`src/design/hed_pkg.sv`:
```
// Package for the HTML character reference decoder: payload structs, unit
// classes, reference name tables and numeric limits.
// Used by every module of the block; depends on nothing.
package hed_pkg;

  // Longest window after the '&', counting the closing ';'.
  localparam int MAX_ENTITY_LEN = 10;

  // Window counter width and the replay buffer size, which is a power of two
  // above the window length so that its pointers wrap freely.
  localparam int CNT_W     = $clog2(MAX_ENTITY_LEN + 1);
  localparam int BUF_AW    = $clog2(MAX_ENTITY_LEN + 1);
  localparam int BUF_DEPTH = 2 ** BUF_AW;

  // Queue between the front and the back.
  localparam int Q_DEPTH = 2;
  localparam int Q_AW    = $clog2(Q_DEPTH);
  localparam int Q_CW    = $clog2(Q_DEPTH + 1);

  // Code units with a meaning of their own.
  localparam logic [15:0] CH_AMP  = 16'h0026;
  localparam logic [15:0] CH_SEMI = 16'h003B;
  localparam logic [15:0] CH_HASH = 16'h0023;
  localparam logic [15:0] CH_LX   = 16'h0078;
  localparam logic [15:0] CH_UX   = 16'h0058;
  localparam logic [15:0] CH_D0   = 16'h0030;
  localparam logic [15:0] CH_D9   = 16'h0039;
  localparam logic [15:0] CH_LA   = 16'h0061;
  localparam logic [15:0] CH_LF   = 16'h0066;
  localparam logic [15:0] CH_UA   = 16'h0041;
  localparam logic [15:0] CH_UF   = 16'h0046;

  // Numeric reference limits; the accumulator saturates to CODE_SAT.
  localparam int          VAL_W     = 21;
  localparam int          ACC_W     = VAL_W + 5;
  localparam logic [VAL_W-1:0] CODE_MAX  = 21'h10FFFF;
  localparam logic [VAL_W-1:0] CODE_SAT  = 21'h110000;
  localparam logic [VAL_W-1:0] SUPP_BASE = 21'h010000;
  localparam logic [5:0]  SURR_HI_TAG = 6'b110110;
  localparam logic [5:0]  SURR_LO_TAG = 6'b110111;

  // Named references: amp, lt, gt, quot, apos, nbsp.
  localparam int NUM_NAMES    = 6;
  localparam int NAME_MAX_LEN = 4;
  localparam int NAME_IW      = $clog2(NAME_MAX_LEN);

  localparam logic [CNT_W-1:0] NAME_LEN [NUM_NAMES] = '{
    CNT_W'(3), CNT_W'(2), CNT_W'(2), CNT_W'(4), CNT_W'(4), CNT_W'(4)
  };

  localparam logic [15:0] NAME_CHARS [NUM_NAMES][NAME_MAX_LEN] = '{
    '{16'h0061, 16'h006D, 16'h0070, 16'h0000},
    '{16'h006C, 16'h0074, 16'h0000, 16'h0000},
    '{16'h0067, 16'h0074, 16'h0000, 16'h0000},
    '{16'h0071, 16'h0075, 16'h006F, 16'h0074},
    '{16'h0061, 16'h0070, 16'h006F, 16'h0073},
    '{16'h006E, 16'h0062, 16'h0073, 16'h0070}
  };

  localparam logic [15:0] NAME_CODE [NUM_NAMES] = '{
    16'h0026, 16'h003C, 16'h003E, 16'h0022, 16'h0027, 16'h00A0
  };

  // Input and output beats.
  typedef struct packed {
    logic [15:0] unit;
    logic        cue_end;
  } hed_in_t;

  typedef struct packed {
    logic [15:0] out_unit;
    logic        run_last;
    logic        cue_done;
  } hed_out_t;

  // Class of one code unit, worked out once at the front.
  typedef struct packed {
    logic       is_amp;
    logic       is_semi;
    logic       is_hash;
    logic       is_x;
    logic       dec_ok;
    logic       hex_ok;
    logic [3:0] dig;
  } hed_class_t;

  // One buffered unit with its class.
  typedef struct packed {
    logic [15:0] unit;
    hed_class_t  cls;
  } hed_ent_t;

  // One queue entry: a classified unit and its end-of-cue mark.
  typedef struct packed {
    hed_ent_t ent;
    logic     cue_end;
  } hed_qitem_t;

endpackage

```
`src/design/hed_front.sv`:
```
// Front of the decoder: takes input beats and classifies each code unit.
// Depends on hed_pkg.
module hed_front (
  input  logic                in_valid_i,
  output logic                in_ready_o,
  input  hed_pkg::hed_in_t    in_data_i,
  output logic                q_valid_o,
  input  logic                q_ready_i,
  output hed_pkg::hed_qitem_t q_item_o
);

  logic [15:0]         u;
  logic                is_dec;
  logic                is_lhex;
  logic                is_uhex;
  hed_pkg::hed_class_t cls;

  // The queue sets the pace of the input channel.
  assign q_valid_o  = in_valid_i;
  assign in_ready_o = q_ready_i;

  // Classify the unit: specials, digit ranges and digit value.
  always_comb begin
    u       = in_data_i.unit;
    is_dec  = (u >= hed_pkg::CH_D0) && (u <= hed_pkg::CH_D9);
    is_lhex = (u >= hed_pkg::CH_LA) && (u <= hed_pkg::CH_LF);
    is_uhex = (u >= hed_pkg::CH_UA) && (u <= hed_pkg::CH_UF);
    cls.is_amp  = (u == hed_pkg::CH_AMP);
    cls.is_semi = (u == hed_pkg::CH_SEMI);
    cls.is_hash = (u == hed_pkg::CH_HASH);
    cls.is_x    = (u == hed_pkg::CH_LX) || (u == hed_pkg::CH_UX);
    cls.dec_ok  = is_dec;
    cls.hex_ok  = is_dec || is_lhex || is_uhex;
    priority if (is_dec) begin
      cls.dig = u[3:0];
    end else if (is_lhex || is_uhex) begin
      // Letters a-f and A-F share their low bits: 1..6 map to 10..15.
      cls.dig = 4'(u[3:0] + 4'd9);
    end else begin
      cls.dig = 4'd0;
    end
  end

  assign q_item_o.ent.unit = u;
  assign q_item_o.ent.cls  = cls;
  assign q_item_o.cue_end  = in_data_i.cue_end;

endmodule

```
`src/design/hed_queue.sv`:
```
// Short queue of classified units between the front and the back.
// Depends on hed_pkg.
module hed_queue (
  input  logic                clk_i,
  input  logic                rst_ni,
  input  logic                wr_valid_i,
  output logic                wr_ready_o,
  input  hed_pkg::hed_qitem_t wr_item_i,
  output logic                rd_valid_o,
  input  logic                rd_ready_i,
  output hed_pkg::hed_qitem_t rd_item_o
);

  hed_pkg::hed_qitem_t           mem_q [hed_pkg::Q_DEPTH];
  logic [hed_pkg::Q_AW-1:0]      wp_q, wp_d;
  logic [hed_pkg::Q_AW-1:0]      rp_q, rp_d;
  logic [hed_pkg::Q_CW-1:0]      cnt_q, cnt_d;
  logic                          do_wr;
  logic                          do_rd;

  assign wr_ready_o = (cnt_q != hed_pkg::Q_CW'(hed_pkg::Q_DEPTH));
  assign rd_valid_o = (cnt_q != '0);
  assign rd_item_o  = mem_q[rp_q];
  assign do_wr      = wr_valid_i && wr_ready_o;
  assign do_rd      = rd_valid_o && rd_ready_i;

  // Pointer and fill count updates.
  always_comb begin
    wp_d  = wp_q;
    rp_d  = rp_q;
    cnt_d = cnt_q;
    if (do_wr) begin
      wp_d = (wp_q == hed_pkg::Q_AW'(hed_pkg::Q_DEPTH - 1)) ? '0 : wp_q + hed_pkg::Q_AW'(1);
    end
    if (do_rd) begin
      rp_d = (rp_q == hed_pkg::Q_AW'(hed_pkg::Q_DEPTH - 1)) ? '0 : rp_q + hed_pkg::Q_AW'(1);
    end
    unique case ({do_wr, do_rd})
      2'b10:   cnt_d = cnt_q + hed_pkg::Q_CW'(1);
      2'b01:   cnt_d = cnt_q - hed_pkg::Q_CW'(1);
      default: cnt_d = cnt_q;
    endcase
  end

  always_ff @(posedge clk_i or negedge rst_ni) begin
    if (!rst_ni) begin
      wp_q  <= '0;
      rp_q  <= '0;
      cnt_q <= '0;
    end else begin
      wp_q  <= wp_d;
      rp_q  <= rp_d;
      cnt_q <= cnt_d;
    end
  end

  // Entry storage needs no reset.
  always_ff @(posedge clk_i) begin
    if (do_wr) begin
      mem_q[wp_q] <= wr_item_i;
    end
  end

endmodule

```
`src/design/hed_back.sv`:
```
// Back of the decoder: window engine, replay buffer, reference decoding and
// the output register. Depends on hed_pkg.
module hed_back (
  input  logic                clk_i,
  input  logic                rst_ni,
  input  logic                q_valid_i,
  output logic                q_ready_o,
  input  hed_pkg::hed_qitem_t q_item_i,
  output logic                out_valid_o,
  input  logic                out_ready_i,
  output hed_pkg::hed_out_t   out_data_o
);

  typedef enum logic [1:0] {
    ST_RUN = 2'b01,
    ST_LOW = 2'b10
  } back_state_e;

  // Replay buffer: the open window runs from st_q to rd_q, and units still
  // to be replayed from rd_q to wr_q.
  hed_pkg::hed_ent_t                buf_q [hed_pkg::BUF_DEPTH];
  logic [hed_pkg::BUF_AW-1:0]       rd_q, rd_d;
  logic [hed_pkg::BUF_AW-1:0]       wr_q, wr_d;
  logic [hed_pkg::BUF_AW-1:0]       st_q, st_d;
  logic                             buf_we;

  logic                             in_win_q, in_win_d;
  logic [hed_pkg::CNT_W-1:0]        cnt_q, cnt_d;
  logic                             step_act_q, step_act_d;
  logic                             step_end_q, step_end_d;
  back_state_e                      state_q, state_d;

  // Incremental decoding of the window body.
  logic                             is_num_q, is_num_d;
  logic                             hex_q, hex_d;
  logic                             dig_seen_q, dig_seen_d;
  logic                             bad_q, bad_d;
  logic [hed_pkg::VAL_W-1:0]        val_q, val_d;
  logic [hed_pkg::NUM_NAMES-1:0]    name_ok_q, name_ok_d;

  // Held result, waiting to learn whether it is the last of its step.
  logic                             hold_vld_q, hold_vld_d;
  logic [15:0]                      hold_unit_q, hold_unit_d;
  logic [15:0]                      low_unit_q, low_unit_d;

  logic                             out_vld_q, out_vld_d;
  hed_pkg::hed_out_t                out_q, out_d;

  logic                             go;
  logic                             pend;
  logic                             take;
  logic                             fail;
  logic                             emit_v;
  logic [15:0]                      emit_u;
  logic                             flush;
  logic                             push;
  hed_pkg::hed_ent_t                cur;
  logic [hed_pkg::CNT_W-1:0]        cnt_inc;
  logic                             dv;
  logic [hed_pkg::ACC_W-1:0]        val_x;
  logic [hed_pkg::ACC_W-1:0]        acc;
  logic [hed_pkg::VAL_W-1:0]        val_sat;
  logic                             num_hit;
  logic [hed_pkg::VAL_W-1:0]        supp;
  logic                             name_hit;
  logic [15:0]                      name_code;

  assign go          = !out_vld_q || out_ready_i;
  assign pend        = (rd_q != wr_q);
  assign cnt_inc     = cnt_q + hed_pkg::CNT_W'(1);
  assign out_valid_o = out_vld_q;
  assign out_data_o  = out_q;

  // Next digit accumulation with saturation past the last code point.
  always_comb begin
    dv    = hex_q ? cur.cls.hex_ok : cur.cls.dec_ok;
    val_x = hed_pkg::ACC_W'(val_q);
    acc   = (hex_q ? (val_x << 4) : ((val_x << 3) + (val_x << 1)))
            + hed_pkg::ACC_W'(cur.cls.dig);
    val_sat = (acc > hed_pkg::ACC_W'(hed_pkg::CODE_MAX)) ? hed_pkg::CODE_SAT
                                                        : acc[hed_pkg::VAL_W-1:0];
  end

  // Outcome of a closing ';' for the body collected so far.
  always_comb begin
    num_hit = (cnt_q != '0) && is_num_q && dig_seen_q && !bad_q &&
              (val_q != '0) && (val_q <= hed_pkg::CODE_MAX);
    supp      = val_q - hed_pkg::SUPP_BASE;
    name_hit  = 1'b0;
    name_code = '0;
    for (int k = 0; k < hed_pkg::NUM_NAMES; k++) begin
      if (!name_hit && name_ok_q[k] && (hed_pkg::NAME_LEN[k] == cnt_q)) begin
        name_hit  = 1'b1;
        name_code = hed_pkg::NAME_CODE[k];
      end
    end
  end

  // Engine: one unit, one failed window, one low surrogate or one step end a cycle, while the output register can move.
  always_comb begin
    rd_d        = rd_q;
    wr_d        = wr_q;
    st_d        = st_q;
    in_win_d    = in_win_q;
    cnt_d       = cnt_q;
    step_act_d  = step_act_q;
    step_end_d  = step_end_q;
    state_d     = state_q;
    is_num_d    = is_num_q;
    hex_d       = hex_q;
    dig_seen_d  = dig_seen_q;
    bad_d       = bad_q;
    val_d       = val_q;
    name_ok_d   = name_ok_q;
    low_unit_d  = low_unit_q;
    q_ready_o   = 1'b0;
    buf_we      = 1'b0;
    cur         = buf_q[rd_q];
    take        = 1'b0;
    fail        = 1'b0;
    emit_v      = 1'b0;
    emit_u      = '0;
    flush       = 1'b0;
    if (go) begin
      unique case (state_q)
        ST_LOW: begin
          emit_v  = 1'b1;
          emit_u  = low_unit_q;
          state_d = ST_RUN;
        end
        ST_RUN: begin
          // Pick the source: replay first, then a new beat, then step end.
          priority if (pend) begin
            take = 1'b1;
          end else if (!step_act_q) begin
            if (q_valid_i) begin
              cur        = q_item_i.ent;
              take       = 1'b1;
              q_ready_o  = 1'b1;
              buf_we     = 1'b1;
              wr_d       = wr_q + hed_pkg::BUF_AW'(1);
              step_act_d = 1'b1;
              step_end_d = q_item_i.cue_end;
            end
          end else if (step_end_q && in_win_q) begin
            fail = 1'b1;
          end else begin
            flush      = 1'b1;
            step_act_d = 1'b0;
          end

          if (take) begin
            rd_d = rd_q + hed_pkg::BUF_AW'(1);
            priority if (!in_win_q) begin
              if (cur.cls.is_amp) begin
                in_win_d = 1'b1;
                cnt_d    = '0;
                st_d     = rd_q + hed_pkg::BUF_AW'(1);
              end else begin
                emit_v = 1'b1;
                emit_u = cur.unit;
              end
            end else if (cur.cls.is_semi) begin
              in_win_d = 1'b0;
              priority if (num_hit) begin
                emit_v = 1'b1;
                if (val_q < hed_pkg::SUPP_BASE) begin
                  emit_u = val_q[15:0];
                end else begin
                  emit_u     = {hed_pkg::SURR_HI_TAG, supp[19:10]};
                  low_unit_d = {hed_pkg::SURR_LO_TAG, supp[9:0]};
                  state_d    = ST_LOW;
                end
              end else if (name_hit) begin
                emit_v = 1'b1;
                emit_u = name_code;
              end else begin
                fail = 1'b1;
              end
            end else begin
              // Body unit: advance numeric and name matching.
              if (cnt_q == '0) begin
                is_num_d   = cur.cls.is_hash;
                hex_d      = 1'b0;
                dig_seen_d = 1'b0;
                bad_d      = 1'b0;
                val_d      = '0;
              end else if (is_num_q) begin
                priority if ((cnt_q == hed_pkg::CNT_W'(1)) && cur.cls.is_x) begin
                  hex_d = 1'b1;
                end else if (!dv) begin
                  bad_d = 1'b1;
                end else begin
                  val_d      = val_sat;
                  dig_seen_d = 1'b1;
                end
              end
              for (int k = 0; k < hed_pkg::NUM_NAMES; k++) begin
                name_ok_d[k] = ((cnt_q == '0) || name_ok_q[k]) &&
                               (cnt_q < hed_pkg::NAME_LEN[k]) &&
                               (cur.unit ==
                                hed_pkg::NAME_CHARS[k][cnt_q[hed_pkg::NAME_IW-1:0]]);
              end
              cnt_d = cnt_inc;
              if (cnt_inc == hed_pkg::CNT_W'(hed_pkg::MAX_ENTITY_LEN)) begin
                fail = 1'b1;
              end
            end
          end

          // A failed window gives '&' and replays its units.
          if (fail) begin
            emit_v   = 1'b1;
            emit_u   = hed_pkg::CH_AMP;
            rd_d     = st_q;
            in_win_d = 1'b0;
          end
        end
        default: begin
          state_d = ST_RUN;
        end
      endcase
    end
  end

  // Output side: a new result pushes out the held one; step end marks it last.
  always_comb begin
    hold_vld_d  = hold_vld_q;
    hold_unit_d = hold_unit_q;
    push        = 1'b0;
    out_d       = out_q;
    if (emit_v) begin
      if (hold_vld_q) begin
        push           = 1'b1;
        out_d.out_unit = hold_unit_q;
        out_d.run_last = 1'b0;
        out_d.cue_done = 1'b0;
      end
      hold_vld_d  = 1'b1;
      hold_unit_d = emit_u;
    end
    if (flush && hold_vld_q) begin
      push           = 1'b1;
      out_d.out_unit = hold_unit_q;
      out_d.run_last = 1'b1;
      out_d.cue_done = step_end_q;
      hold_vld_d     = 1'b0;
    end
    out_vld_d = push || (out_vld_q && !out_ready_i);
  end

  always_ff @(posedge clk_i or negedge rst_ni) begin
    if (!rst_ni) begin
      rd_q       <= '0;
      wr_q       <= '0;
      st_q       <= '0;
      in_win_q   <= 1'b0;
      cnt_q      <= '0;
      step_act_q <= 1'b0;
      step_end_q <= 1'b0;
      state_q    <= ST_RUN;
      hold_vld_q <= 1'b0;
      out_vld_q  <= 1'b0;
    end else begin
      rd_q       <= rd_d;
      wr_q       <= wr_d;
      st_q       <= st_d;
      in_win_q   <= in_win_d;
      cnt_q      <= cnt_d;
      step_act_q <= step_act_d;
      step_end_q <= step_end_d;
      state_q    <= state_d;
      hold_vld_q <= hold_vld_d;
      out_vld_q  <= out_vld_d;
    end
  end

  // Payload and decoding registers carry no reset.
  always_ff @(posedge clk_i) begin
    is_num_q    <= is_num_d;
    hex_q       <= hex_d;
    dig_seen_q  <= dig_seen_d;
    bad_q       <= bad_d;
    val_q       <= val_d;
    name_ok_q   <= name_ok_d;
    hold_unit_q <= hold_unit_d;
    low_unit_q  <= low_unit_d;
    out_q       <= out_d;
    if (buf_we) begin
      buf_q[wr_q] <= cur;
    end
  end

  // The open window never reaches its full length between cycles.
  assert property (@(posedge clk_i) disable iff (!rst_ni)
    in_win_q |-> (cnt_q < hed_pkg::CNT_W'(hed_pkg::MAX_ENTITY_LEN)))
    else $error("window count at or past its limit");

  // Window length matches the span between its start and the read pointer.
  assert property (@(posedge clk_i) disable iff (!rst_ni)
    in_win_q |-> ((rd_q - st_q) == hed_pkg::BUF_AW'(cnt_q)))
    else $error("window span and count disagree");

  // Between steps nothing is left to replay and no result is held back.
  assert property (@(posedge clk_i) disable iff (!rst_ni)
    !step_act_q |-> ((rd_q == wr_q) && !hold_vld_q))
    else $error("replay or held result left over between steps");

  // The low surrogate only follows inside an active step.
  assert property (@(posedge clk_i) disable iff (!rst_ni)
    (state_q == ST_LOW) |-> (step_act_q && hold_vld_q))
    else $error("low surrogate pending outside a step");

endmodule

```
`src/design/html_entity_decoder.sv`:
```
// HTML character reference decoder for UTF-16 subtitle cue text.
//
// Usage: one UTF-16 code unit per input beat on in_data_i (valid/ready),
// with cue_end set on the last unit of a cue. Result beats on out_data_o
// carry one decoded unit each; run_last marks the last result caused by an
// input beat, and cue_done the final result of a cue. A beat that opens or
// extends a character reference may give no result at all.
//
// Timing: the front classifies the unit and a two-entry queue hands it to
// the back, whose window engine handles one unit per cycle while the output
// register can move, then closes the beat in a flush step. A surrogate pair's
// low unit follows in a state of its own; a failed reference gives '&' and
// replays its units (up to 10), as does a window still open at cue end. An
// idle back sends a first result through the hold and output registers.
//
// When the receiver stalls, the result waits in the output register and the
// engine holds; the queue keeps taking input until it is full.
// Reset clears the window, the queue and all pending results; the replay
// buffer needs no clearing since only written entries are read.
// Depends on hed_pkg, hed_front, hed_queue and hed_back.
module html_entity_decoder (
  input  logic              clk_i,
  input  logic              rst_ni,
  input  logic              in_valid_i,
  output logic              in_ready_o,
  input  hed_pkg::hed_in_t  in_data_i,
  output logic              out_valid_o,
  input  logic              out_ready_i,
  output hed_pkg::hed_out_t out_data_o
);

  logic                fq_valid;
  logic                fq_ready;
  hed_pkg::hed_qitem_t fq_item;
  logic                qb_valid;
  logic                qb_ready;
  hed_pkg::hed_qitem_t qb_item;

  // Input classification.
  hed_front u_front (
    .in_valid_i (in_valid_i),
    .in_ready_o (in_ready_o),
    .in_data_i  (in_data_i),
    .q_valid_o  (fq_valid),
    .q_ready_i  (fq_ready),
    .q_item_o   (fq_item)
  );

  // Decoupling queue.
  hed_queue u_queue (
    .clk_i      (clk_i),
    .rst_ni     (rst_ni),
    .wr_valid_i (fq_valid),
    .wr_ready_o (fq_ready),
    .wr_item_i  (fq_item),
    .rd_valid_o (qb_valid),
    .rd_ready_i (qb_ready),
    .rd_item_o  (qb_item)
  );

  // Window engine and result output.
  hed_back u_back (
    .clk_i       (clk_i),
    .rst_ni      (rst_ni),
    .q_valid_i   (qb_valid),
    .q_ready_o   (qb_ready),
    .q_item_i    (qb_item),
    .out_valid_o (out_valid_o),
    .out_ready_i (out_ready_i),
    .out_data_o  (out_data_o)
  );

endmodule
```
`config.mk`:
```
export PLATFORM = sky130hd
export DESIGN_NAME = html_entity_decoder
export DESIGN_NICKNAME = d
export VERILOG_FILES = /design/src/design/hed_pkg.sv /design/src/design/hed_front.sv /design/src/design/hed_queue.sv /design/src/design/hed_back.sv /design/src/design/html_entity_decoder.sv
export SDC_FILE = /design/constraint.sdc
export NUM_CORES = 1
export LEC_CHECK = 0
export BUFFER_PORTS_ARGS = -buffer_cell sky130_fd_sc_hd__buf_2
export CAP_MARGIN = 20
export CORE_MARGIN = 4
export CORE_UTILIZATION = 60
export CTS_CLUSTER_SIZE = 12
export DETAILED_ROUTE_END_ITERATION = 16
export PLACE_DENSITY = 0.88
export SETUP_SLACK_MARGIN = 0.5
export SYNTH_ARGS = -nofsm -noshare
export SYNTH_HDL_FRONTEND = slang
export SYNTH_SLANG_ARGS = --single-unit
```
`constraint.sdc`:
```
create_clock -name clk_i -period 8.5 [get_ports clk_i]
set_input_delay 0.425 -clock clk_i [delete_from_list [all_inputs] [get_ports clk_i]]
set_output_delay 0.425 -clock clk_i [all_outputs]
set_load 0.005 [all_outputs]
```
==> results.txt <==
Summed over all nets, the half-perimeter wirelength after detailed placement is 38300 um. In this run the worst path has a maximum fanout of 39. The clock transition time at the flip-flop clock pins of the worst setup and hold paths came out at 70 ps. The number of enable flip-flop cells after synthesis came out at between 500 and 600. The portion of the post-synthesis area used by sequential elements is 67.0%. The die area is 0.0457 mm^2. The required arrival time at the worst endpoint is a little under 9000 ps. The count of pins on the block boundary came out at a little over 40.

The minimum period implied by the final worst setup slack came out at slightly above 6000 ps. The mean routed wirelength per cell came out at 30.7 um. The CTS tree is done. The number of buffers inserted by post-CTS setup repair came out at 0.

In this run the power density over the cells is ~410 mW/mm^2. The global router's overall resource usage came out at ~30%. The number of clock sinks is 572. The starting density of the core is 60.6%.

The largest net degree at the start of global routing is 62. STA classifies the critical path startpoint as a register. The first global-routing pass estimated 101000 um of wire. The count of nets left with antenna violations after detail routing came out at 0. The pin slew with the least headroom to its limit is 1250 ps. The iteration-0 DRC count of the detailed router came out at 2456. The tightest min-delay check is of the in2reg type.

The number of global-route vias before repair is 15800. The hold violation total from the final report came to 0. The worst setup path is captured at a register.

After filler insertion, the fill cell instance count of the layout stands at approximately 2500. The total core area is roughly 0.042 mm^2. The library cells used most frequently in the layout, excluding fill and tap cells, are 544 x sky130_fd_sc_hd__edfxtp_1, 127 x sky130_fd_sc_hd__mux4_2, 94 x sky130_fd_sc_hd__nor2_1. 0 antenna diodes ended up in the layout. Synthesis inferred 572 register bits. The average instance in the mapped netlist occupies ~16 um^2. The number of CTS-inserted buffers came out at 55. The clock tree skew after final layout is 29.8 ps. The total global routing overflow came out at 0. The detailed-route DRC error count is 0. The post-route total power is roughly 0.012 W. Setup repair after global routing left no endpoint under its margin. In this run the vertical extent of the chip is around 210 um. The H-tree was split into 2 levels. The combined area of all synthesized cells is 0.0254 mm^2. The worst path uses between 70% and 80% of the clock period.

The via count of the routed design is 16100. Traced cell by cell, the critical path runs through xnor2_1 > nand4_1 > or2_2 > nor2_4 > buf_4 > nor2_1 > a21oi_2 > fa_1 > a21oi_1 > nor2_1 > and3b_1 > nand4_1 > nor4b_1 > mux2_2 > nand2b_1 > a211oi_1. The later pin in the worst-skew pair is clocked with a latency of 610 ps. The via density per instance is 7.17. The predominant post-synthesis flop cell is sky130_fd_sc_hd__edfxtp_1. Of all flip-flops after synthesis, the portion carrying an async set or reset was under 10%. Summed over all layers, the routed wires come to 68700 um. The leading cell type in the layout, fill and taps excluded is sky130_fd_sc_hd__edfxtp_1. The worst-case IR drop observed on VDD is ~0.23 mV. For this design, the slowest cell found on the critical path is sky130_fd_sc_hd__dfrtp_4.

Cells fill 67.3% of the core in the end. The worst relative slew slack is 17.0%. The analysis attributes to cell leakage a power of 9.32 nW.

The worst setup path is of the reg2reg kind. The first-pass detailed-route iteration total is 8. The achievable clock frequency came out at between 150 and 200 MHz. The number of warnings printed during yosys synthesis is 0. The final count of negative-setup-slack endpoints came out at 0. The initial antenna violation count is 1.

The arrival time at the worst endpoint came out at ~6500 ps. The deepest clock path buffer count came out at 3. The net total in the final layout is 1743. The initialized floorplan defines 75 standard-cell rows. Synthesis instantiated 67 different standard cells from the library. The number of cells produced by synthesis is 1609. The post-synth net total is between 1500 and 2000. The area growth from synthesis to layout came out at 11.0%.

The largest single stage delay on the critical path is 840 ps. The final estimated routing congestion in global placement is between 0.8 and 0.9. In the final layout, the share of cells above drive strength 1 is 19.5%. The die is 214 um wide. In this run the clock root is driven by a sky130_fd_sc_hd__clkbuf_16. Summed over all failing endpoints, the final setup total negative slack is 0 ps. The flow ran to the end, and the final reports show no timing, DRC or antenna violations. The total count of max-transition violations in the final report came out at 0.

The max capacitance violation total is 0. The total of buffers placed on input and output ports is 40.
[cells in the mapped netlist, types with 12 or more instances]
| cell | number | area share [%] |
|---|---|---|
| sky130_fd_sc_hd__inv_1 | 34 | 0.50 |
| sky130_fd_sc_hd__buf_1 | 13 | 0.19 |
| sky130_fd_sc_hd__buf_2 | 12 | 0.24 |
| sky130_fd_sc_hd__nand2_1 | 91 | 1.3 |
| sky130_fd_sc_hd__dfrtp_1 | 26 | 2.6 |
| sky130_fd_sc_hd__mux2i_1 | 42 | 1.7 |
| sky130_fd_sc_hd__a21oi_1 | 88 | 1.7 |
| sky130_fd_sc_hd__xor2_1 | 20 | 0.69 |
| sky130_fd_sc_hd__a211oi_1 | 25 | 0.74 |
| sky130_fd_sc_hd__clkbuf_1 | 55 | 0.81 |
| sky130_fd_sc_hd__xnor2_1 | 35 | 1.2 |
| sky130_fd_sc_hd__o21ai_0 | 70 | 1.4 |
| sky130_fd_sc_hd__nor3_1 | 26 | 0.51 |
| sky130_fd_sc_hd__nor2_1 | 109 | 1.6 |
| sky130_fd_sc_hd__nand3_1 | 31 | 0.61 |
| sky130_fd_sc_hd__nand2b_1 | 14 | 0.34 |
| sky130_fd_sc_hd__mux4_2 | 127 | 11 |
| sky130_fd_sc_hd__nand4_1 | 18 | 0.44 |
| sky130_fd_sc_hd__ha_1 | 43 | 2.1 |
| sky130_fd_sc_hd__edfxtp_1 | 544 | 64 |
| sky130_fd_sc_hd__nor2b_1 | 23 | 0.57 |
[flip-flops by register name, summed over array words and instances (netlist names), 4 cells and up]
signal,cells
u_back.buf_q,416
u_queue.mem_q,54
u_back.val_q,21
u_back.out_data_o,18
u_back.hold_unit_q,16
u_back.low_unit_q,10
u_back.name_ok_q,6
u_back.cnt_q,4
u_back.rd_q,4
u_back.st_q,4
u_back.wr_q,4
[repair_timing]
action,in CTS,in global routing
setup endpoints to repair,0,0
gates resized for setup,0,0
hold buffers,1,0
endpoints found under the hold margin,26,0
[layout make-up]
type / instances / area [um^2] / area share (%)
well taps: 539 / 674 / 2.39
inverters: 35 / 131 / 0.466
clock inverters: 9 / 114 / 0.403
clock buffers: 72 / 1470 / 5.21
flip-flops and latches: 572 / 17000 / 60.4
repair buffers: 96 / 767 / 2.72
multi-input cells: 917 / 8020 / 28.4
[worst max-delay path: cells and delay by family (launching register included)]
| family | cells | cell delay (ps) |
|---|---|---|
| compound gates | 3 | 1070 |
| xor+xnor | 1 | 210 |
| fa+ha+maj | 1 | 350 |
| buf+inv | 1 | 350 |
| flops | 1 | 840 |
| mux | 1 | 410 |
| simple gates | 9 | 2680 |
[routing by layer]
metal / track usage (%) / routed length, um
met1: 39.2 / 23200
met2: 48.5 / 33200
met3: 7.45 / 8440
met4: 12.2 / 3810
met5: 0 / 14
[power breakdown]
group / total, W / internal, W / switching (W)
registers: 0.00456 / 0.00424 / 0.000319
logic: 0.00476 / 0.00169 / 0.00307
clock network: 0.00227 / 0.00123 / 0.00103
[path summary, 6_finish.rpt]
check                                             startpoint                           endpoint  slack [ps]  cells after the start
hold / removal                                 in_data_i[16]     u_queue.mem_q[0][26]$_DFFE_PP_          50                      1
min in group asynchronous                             rst_ni       u_back.out_valid_o$_DFF_PN0_         400                      2
max in group asynchronous                             rst_ni         u_back.rd_q[0]$_DFFE_PN0P_        7600                      2
setup reg to reg                  u_back.rd_q[1]$_DFFE_PN0P_      u_back.val_q[2]$_SDFFCE_PP0P_        2370                     16
hold reg to reg            u_back.out_data_o[1]$_SDFFE_PP1P_  u_back.out_data_o[1]$_SDFFE_PP1P_         470                      1
setup / recovery                  u_back.rd_q[1]$_DFFE_PN0P_      u_back.val_q[2]$_SDFFCE_PP0P_        2370                     16
[kinds of logic after synthesis]
group / after synthesis / synth area share, %
AOI/OAI and AO/OA: 275 / 6.60
xor gates and xnor gates: 55 / 1.90
adders and majority gates: 45 / 2.27
buffers and inverters: 120 / 1.98
DFF: 572 / 67.0
muxes: 177 / 13.3
and+or+nand+nor: 365 / 6.98
[metrics by stage]
stage / cells / hold slack [ps] / setup slack [ps] / cell area (um^2)
after detailed placement: 2132 / 455 / 2160 / 26300
after global placement: 2129 / 447 / 2580 / 26300
final: 2240 / 49.5 / 2370 / 28200
after CTS: 2214 / 41.8 / 2040 / 27900
after floorplan: 1609 / 129 / 2480 / 25400
after global routing: 2240 / 38.7 / 1920 / 28200
Power figures use the tool's default switching activity.
